===== src/design/mm2sh_pkg.sv =====
package mm2sh_pkg;

  // Hash constants
  localparam logic [31:0] MH_MUL       = 32'h5bd1e995;
  localparam int          MIX_SHIFT    = 24;
  localparam int          FIN_SHIFT_A  = 13;
  localparam int          FIN_SHIFT_B  = 15;

  // Datapath operations, one per cycle on the shared multiplier when not stalled
  typedef enum logic [2:0] {
    OP_NONE,
    OP_MIX1,
    OP_MIX2,
    OP_FOLD,
    OP_TAIL,
    OP_FINAL
  } op_t;

  // Commands from controller to datapath
  typedef struct packed {
    logic load;
    op_t  op;
  } cmd_t;

  // Classification of the item on the input ports
  typedef struct packed {
    logic full;
    logic empty;
    logic last;
  } status_t;

endpackage


===== src/design/mm2sh_datapath.sv =====
module mm2sh_datapath (
  input  logic                clk,
  input  logic                rst,
  input  logic                hash_seed_we,
  input  logic [31:0]         hash_seed,
  input  logic [31:0]         key_word,
  input  logic [2:0]          valid_bytes,
  input  logic                first_word,
  input  logic                last_word,
  input  logic [31:0]         key_length,
  input  mm2sh_pkg::cmd_t     cmd,
  output mm2sh_pkg::status_t  status,
  output logic [31:0]         hash_value
);

  logic [31:0] seed;
  logic [31:0] acc;
  logic [31:0] tmp;
  logic [31:0] word_q;
  logic [1:0]  tail_len;
  logic [31:0] tail_mask;
  logic [31:0] mul_a;
  logic [31:0] prod;

  // Classify the incoming item
  assign status.full  = valid_bytes[2];
  assign status.empty = (valid_bytes == 3'd0);
  assign status.last  = last_word;

  // Mask of the valid tail bytes
  always_comb begin
    case (tail_len)
      2'd1:    tail_mask = 32'h0000_00ff;
      2'd2:    tail_mask = 32'h0000_ffff;
      2'd3:    tail_mask = 32'h00ff_ffff;
      default: tail_mask = 32'h0000_0000;
    endcase
  end

  // Select the multiplier operand for the current operation
  always_comb begin
    case (cmd.op)
      mm2sh_pkg::OP_MIX1:  mul_a = word_q;
      mm2sh_pkg::OP_MIX2:  mul_a = tmp ^ (tmp >> mm2sh_pkg::MIX_SHIFT);
      mm2sh_pkg::OP_FOLD:  mul_a = acc;
      mm2sh_pkg::OP_TAIL:  mul_a = acc ^ (word_q & tail_mask);
      mm2sh_pkg::OP_FINAL: mul_a = acc ^ (acc >> mm2sh_pkg::FIN_SHIFT_A);
      default:             mul_a = 32'd0;
    endcase
  end

  assign prod = mul_a * mm2sh_pkg::MH_MUL;

  // Seed register and accumulator
  always_ff @(posedge clk) begin
    if (rst) begin
      seed <= 32'd0;
      acc  <= 32'd0;
    end else begin
      if (hash_seed_we) begin
        seed <= hash_seed;
      end
      if (cmd.load && first_word) begin
        acc <= seed ^ key_length;
      end else if (cmd.op == mm2sh_pkg::OP_FOLD) begin
        acc <= prod ^ tmp;
      end else if (cmd.op == mm2sh_pkg::OP_TAIL) begin
        acc <= prod;
      end
    end
  end

  // Item capture, mixed word and result
  always_ff @(posedge clk) begin
    if (cmd.load) begin
      word_q   <= key_word;
      tail_len <= valid_bytes[1:0];
    end
    if (cmd.op == mm2sh_pkg::OP_MIX1 || cmd.op == mm2sh_pkg::OP_MIX2) begin
      tmp <= prod;
    end
    if (cmd.op == mm2sh_pkg::OP_FINAL) begin
      hash_value <= prod ^ (prod >> mm2sh_pkg::FIN_SHIFT_B);
    end
  end

endmodule


===== src/design/mm2sh_ctrl.sv =====
module mm2sh_ctrl (
  input  logic                clk,
  input  logic                rst,
  input  logic                in_valid,
  output logic                in_ready,
  output logic                out_valid,
  input  logic                out_ready,
  input  mm2sh_pkg::status_t  status,
  output mm2sh_pkg::cmd_t     cmd
);

  typedef enum logic [2:0] {
    S_IDLE,
    S_MIX1,
    S_MIX2,
    S_FOLD,
    S_TAIL,
    S_FINAL
  } state_t;

  state_t state;
  logic   last_q;
  logic   accept;
  logic   out_free;

  assign in_ready = (state == S_IDLE);
  assign accept   = in_valid && in_ready;
  assign out_free = !out_valid || out_ready;

  // Issue one datapath operation per state
  always_comb begin
    cmd.load = accept;
    unique case (state)
      S_MIX1:  cmd.op = mm2sh_pkg::OP_MIX1;
      S_MIX2:  cmd.op = mm2sh_pkg::OP_MIX2;
      S_FOLD:  cmd.op = mm2sh_pkg::OP_FOLD;
      S_TAIL:  cmd.op = mm2sh_pkg::OP_TAIL;
      S_FINAL: cmd.op = out_free ? mm2sh_pkg::OP_FINAL : mm2sh_pkg::OP_NONE;
      default: cmd.op = mm2sh_pkg::OP_NONE;
    endcase
  end

  // Sequence the item and hold the result flag
  always_ff @(posedge clk) begin
    if (rst) begin
      state     <= S_IDLE;
      last_q    <= 1'b0;
      out_valid <= 1'b0;
    end else begin
      // Raise the result flag on finalize, drop it once the item is taken
      if (state == S_FINAL && out_free) begin
        out_valid <= 1'b1;
      end else if (out_ready) begin
        out_valid <= 1'b0;
      end
      unique case (state) inside
        S_IDLE: begin
          if (accept) begin
            last_q <= status.last;
            if (status.full) begin
              state <= S_MIX1;
            end else if (!status.empty) begin
              state <= S_TAIL;
            end else if (status.last) begin
              state <= S_FINAL;
            end
          end
        end
        S_MIX1: state <= S_MIX2;
        S_MIX2: state <= S_FOLD;
        S_FOLD, S_TAIL: state <= last_q ? S_FINAL : S_IDLE;
        S_FINAL: begin
          if (out_free) begin
            state <= S_IDLE;
          end
        end
        default: state <= S_IDLE;
      endcase
    end
  end

  // A waiting result is never overwritten
  a_final_free: assert property (@(posedge clk) disable iff (rst)
    (cmd.op == mm2sh_pkg::OP_FINAL) |-> out_free)
    else $error("finalize issued while result still waiting");

  // A blocked finalize stays in place
  a_final_hold: assert property (@(posedge clk) disable iff (rst)
    (state == S_FINAL && !out_free) |=> (state == S_FINAL && out_valid))
    else $error("finalize left while output blocked");

  // A full word runs the mixing sequence
  a_full_mix: assert property (@(posedge clk) disable iff (rst)
    (accept && status.full) |=> (state == S_MIX1) ##1 (state == S_MIX2) ##1 (state == S_FOLD))
    else $error("full word did not run mix sequence");

  // A result appears only after finalize
  a_out_src: assert property (@(posedge clk) disable iff (rst)
    $rose(out_valid) |-> $past(state == S_FINAL))
    else $error("result raised outside finalize");

endmodule


===== src/design/murmur2_string_hash_top.sv =====
// MurmurHash2 (32-bit) stream hasher. Keys arrive as little-endian 32-bit words on the
// in_valid/in_ready channel; a word with first_word set restarts the accumulator at
// hash_seed XOR key_length, and a word with last_word set produces one hash_value on the
// out_valid/out_ready channel. One 32x32 multiplier is shared by every step, one product
// per cycle when not stalled: a word of 4 or more bytes runs accept, two mix products and
// fold, one of 1 to 3 bytes accept and a tail product, an empty one only accept, and a
// last word adds a finalize. The result sits in an output register, and the next word is
// taken while it waits; a finalize stalls only if the previous result has not been taken.
// hash_seed is written through hash_seed_we and should change only between keys.
module murmur2_string_hash_top (
  input  logic        clk,
  input  logic        rst,
  input  logic        hash_seed_we,
  input  logic [31:0] hash_seed,
  input  logic        in_valid,
  output logic        in_ready,
  input  logic [31:0] key_word,
  input  logic [2:0]  valid_bytes,
  input  logic        first_word,
  input  logic        last_word,
  input  logic [31:0] key_length,
  output logic        out_valid,
  input  logic        out_ready,
  output logic [31:0] hash_value
);

  mm2sh_pkg::cmd_t    cmd;
  mm2sh_pkg::status_t status;

  mm2sh_ctrl u_ctrl (
    .clk       (clk),
    .rst       (rst),
    .in_valid  (in_valid),
    .in_ready  (in_ready),
    .out_valid (out_valid),
    .out_ready (out_ready),
    .status    (status),
    .cmd       (cmd)
  );

  mm2sh_datapath u_datapath (
    .clk          (clk),
    .rst          (rst),
    .hash_seed_we (hash_seed_we),
    .hash_seed    (hash_seed),
    .key_word     (key_word),
    .valid_bytes  (valid_bytes),
    .first_word   (first_word),
    .last_word    (last_word),
    .key_length   (key_length),
    .cmd          (cmd),
    .status       (status),
    .hash_value   (hash_value)
  );

endmodule


===== config.mk =====
export PLATFORM = sky130hd
export DESIGN_NAME = murmur2_string_hash_top
export DESIGN_NICKNAME = d
export VERILOG_FILES = /design/src/design/mm2sh_pkg.sv /design/src/design/mm2sh_datapath.sv /design/src/design/mm2sh_ctrl.sv /design/src/design/murmur2_string_hash_top.sv
export SDC_FILE = /design/constraint.sdc
export NUM_CORES = 1
export LEC_CHECK = 0
export ABC_AREA = 1
export ABC_CLOCK_PERIOD_IN_PS = 11400
export BUFFER_PORTS_ARGS = -buffer_cell sky130_fd_sc_hd__buf_2
export CORE_UTILIZATION = 45
export CTS_CLUSTER_DIAMETER = 150
export DETAILED_ROUTE_END_ITERATION = 6
export GPL_TIMING_DRIVEN = 1
export SYNTH_ARGS = -nofsm -noshare
export SYNTH_HDL_FRONTEND = slang
export SYNTH_SLANG_ARGS = --single-unit

===== constraint.sdc =====
create_clock -name clk -period 11.4 [get_ports clk]
set_clock_uncertainty 0.15 [all_clocks]
set_input_delay 2.28 -clock clk [delete_from_list [all_inputs] [get_ports clk]]
set_output_delay 2.28 -clock clk [all_outputs]
set_load 0.005 [all_outputs]

==> key figures <==
Run status
  • Run status: finished clean

Min path
  • Worst Hold Path EP: u_datapath.acc[3]
  • Hold Path Class: reg -> reg
  • Hold_sp: u_datapath.acc[3]
  • Hold path depth: 2

Logic synthesis
  • Netlist Area Pre-Place: 17,500 um^2
  • Area share of the largest cell type after synthesis: 20.4%
  • Dominant cell type by area after synthesis: fa_1
  • Syn nets: 2,506
  • Synth area leaders: fa_1 20%, edfxtp_1 17%, ha_1 15%, inv_1 10%, dfxtp_1 7.9%
  • #FFs+latches synth: 167
  • Syn Area/Cell: 8.69 um^2
  • Ys async rst share: 0%
  • Most used DFF post-synth: edfxtp_1
  • Post-synth EDFFs: 98
  • Register area share after synthesis: 24.8%
  • Yosys warns: 0
  • Post-Syn Instances: 2,010
  • Synth unique cells: 53

Die
  • Die Y: 199 um
  • Starting Density: 46.1%
  • I/O pin count: 140
  • Die ar.: 39,600 um^2
  • Chip width: 199 um
  • Core Area: 37,900 um^2
  • # rows: 71

Clock network
  • Clk slew on worst S/H paths: 70 ps
  • # clock sinks: 167
  • Setup repair bufs after CTS: 0
  • Htree depth: 4
  • Root Buffer: clkbuf_16
  • Number of CTS-inserted buffers: 17
  • Clock buffer depth: 2
  • Cts repair resizes: 0
  • CTS tree: yes
  • Hold Buf Count CTS: 0
  • Clock latency on the worst-skew pair: 450 ps

Critical path
  • FF-to-FF path depth: 38
  • Crit path DAT: 10,510 ps
  • Setup crit start kind: input pin
  • Crit. End Element: register
  • Most frequent CP cell: inv_1
  • Worst endpoint required time: 11,620 ps
  • FF-to-FF setup slack: 1890 ps
  • CP startpoint: out_ready
  • CP peak stage delay: 770 ps
  • Slowest-stage cell, CP: xor2_1
  • Worst-path fanout max: 16
  • R2R Path End: u_datapath.acc[28]
  • Reg2reg start: u_ctrl.state[1]
  • Setup CP Type: in -> reg

Place
  • Gpl congestion: 0.949
  • Final HPWL DP: 43,900 um
  • Pre-CTS setup slack: 703 ps
  • Port Buf Inserts: 139

Global route
  • Largest net degree at the start of global routing: 50
  • First-pass GRT wire length: 83,300 um
  • Vias in the first global route: 14,200
  • Remaining Overflow, GRT: 0
  • Initial antenna violation count: 0
  • GRT Total Usage: 28.5%

Timing
  • Final min period: 10,290 ps
  • Setup slack after layout: 1110 ps
  • Setup Viol. Count Final: 0
  • Unrepaired setup endpoints after global routing: false
  • Fin. Hold Viols: 0
  • Max Clk Rate: 97.2 MHz
  • Fin. max-slew vios: 0
  • Slew Limit Headroom: 12.2%
  • Worst-Margin Slew: 1320 ps
  • Fin Hold WS: 316 ps
  • Final period util: 90.3%
  • Total negative slack: 0 ps

Routing
  • Routed Antenna Nets: 0
  • Total routed wirelength: 53,900 um
  • Vias post-DR: 13,900
  • Routed len/inst: 20.1 um
  • First-pass detailed-route iteration total: 5
  • Residual DRC count: 0
  • Routed vias/inst: 5.18
  • DRT iter0 DRCs: 1,127

Finish
  • Share of cells above drive strength 1: 11.6%
  • Area added between synthesis and finish: 11.0%
  • Nets@finish: 2,649
  • Antenna cells: 0

Job
  • Max cap viols: 0
-- critical path, delay by kind of cell --
| family | cells | cell delay, ps |
|---|---|---|
| buffers and inverters | 11 | 930 |
| adder cells (fa/ha/maj) | 9 | 3810 |
| AO/OA/AOI/OAI | 5 | 770 |
| XOR/XNOR | 1 | 770 |
| AND/OR/NAND/NOR | 8 | 1920 |
-- synthesized netlist by cell type, drive strengths merged, types with 12 or more instances --
master	number
edfxtp	98
xor2	69
nand3	86
nor3	16
clkbuf	29
xnor2	34
dfxtp	69
nand4	13
buf	17
fa	178
o221ai	12
nor2	131
a21oi	93
inv	477
o21ai	103
o211ai	24
nand2	291
ha	212
-- state kept, by name, indices dropped and copies added, names as in the netlist --
signal / flops
u_ctrl.state: 3
u_ctrl.out_valid: 1
u_datapath.seed: 32
u_datapath.word_q: 32
u_datapath.tmp: 32
u_datapath.acc: 32
u_ctrl.last_q: 1
u_datapath.tail_len: 2
u_datapath.hash_value: 32
-- layer usage --
metal,track usage [%],part of all wire [%]
met1,38.3,44
met2,48.0,48
met3,3.20,4.9
met5,0,0
met4,9.03,3.1
-- placed cells by master (no fill, tap or decap), drive strengths merged, types with 2 or more instances in the layout --
cell type    n
inv        485
a31oi        2
a21o         4
fa         178
a221oi       4
o211ai      24
nand3       86
a22oi        3
nor2       131
a211oi       3
clkinvlp     3
clkbuf      17
o21ai      103
nor3        16
xnor2       34
nor4         4
o221ai      12
o22ai        3
o21bai      10
ha         212
a21oi       93
xor2        69
dfxtp       69
or2          6
nand2      291
buf        170
o2111ai      6
nand3b       7
nand4       13
clkinv       4
edfxtp      98
-- logic make-up (layout without fill, tap and decap cells) --
kind of cell | after synthesis | in the layout | synth area share (%)
simple gates | 555 | 555 | 13.9
buf+inv | 524 | 680 | 11.4
fa+ha+maj | 390 | 390 | 35.6
compound gates | 271 | 271 | 9.08
flops | 167 | 167 | 24.8
xor+xnor | 103 | 103 | 5.25
-- layout make-up --
class	instances	area, um^2
clock buffers	17	425
flip-flops and latches	167	4320
inverters	478	1790
well taps	511	639
multi-input cells	1319	11100
clock inverters	15	139
repair buffers	170	928
fillers	3634	18500
-- stage by stage --
step / cell area, um^2 / util, % / std cells
after global placement: 18800 / 49.6 / 2645
after global routing: 19400 / 51.1 / 2677
after CTS: 19400 / 51.1 / 2677
final: 19400 / 51.1 / 2677
after floorplan: 17500 / - / 2010
after detailed placement: 18800 / 49.6 / 2645
-- how the worst max path moves through the flow --
stage	to	slack, ps	depth (start not counted)
final	u_datapath.acc[20]	1110	34
after global routing	u_datapath.acc[28]	650	31
after CTS	u_datapath.acc[20]	1140	34
after detailed placement	u_datapath.acc[20]	700	33
after global placement	u_datapath.acc[20]	700	33
after floorplan	u_datapath.acc[28]	1900	28
Power is left out: the tool's default activity adds up to more than one toggle a clock period on the data nets, which glitch-free logic cannot reach.
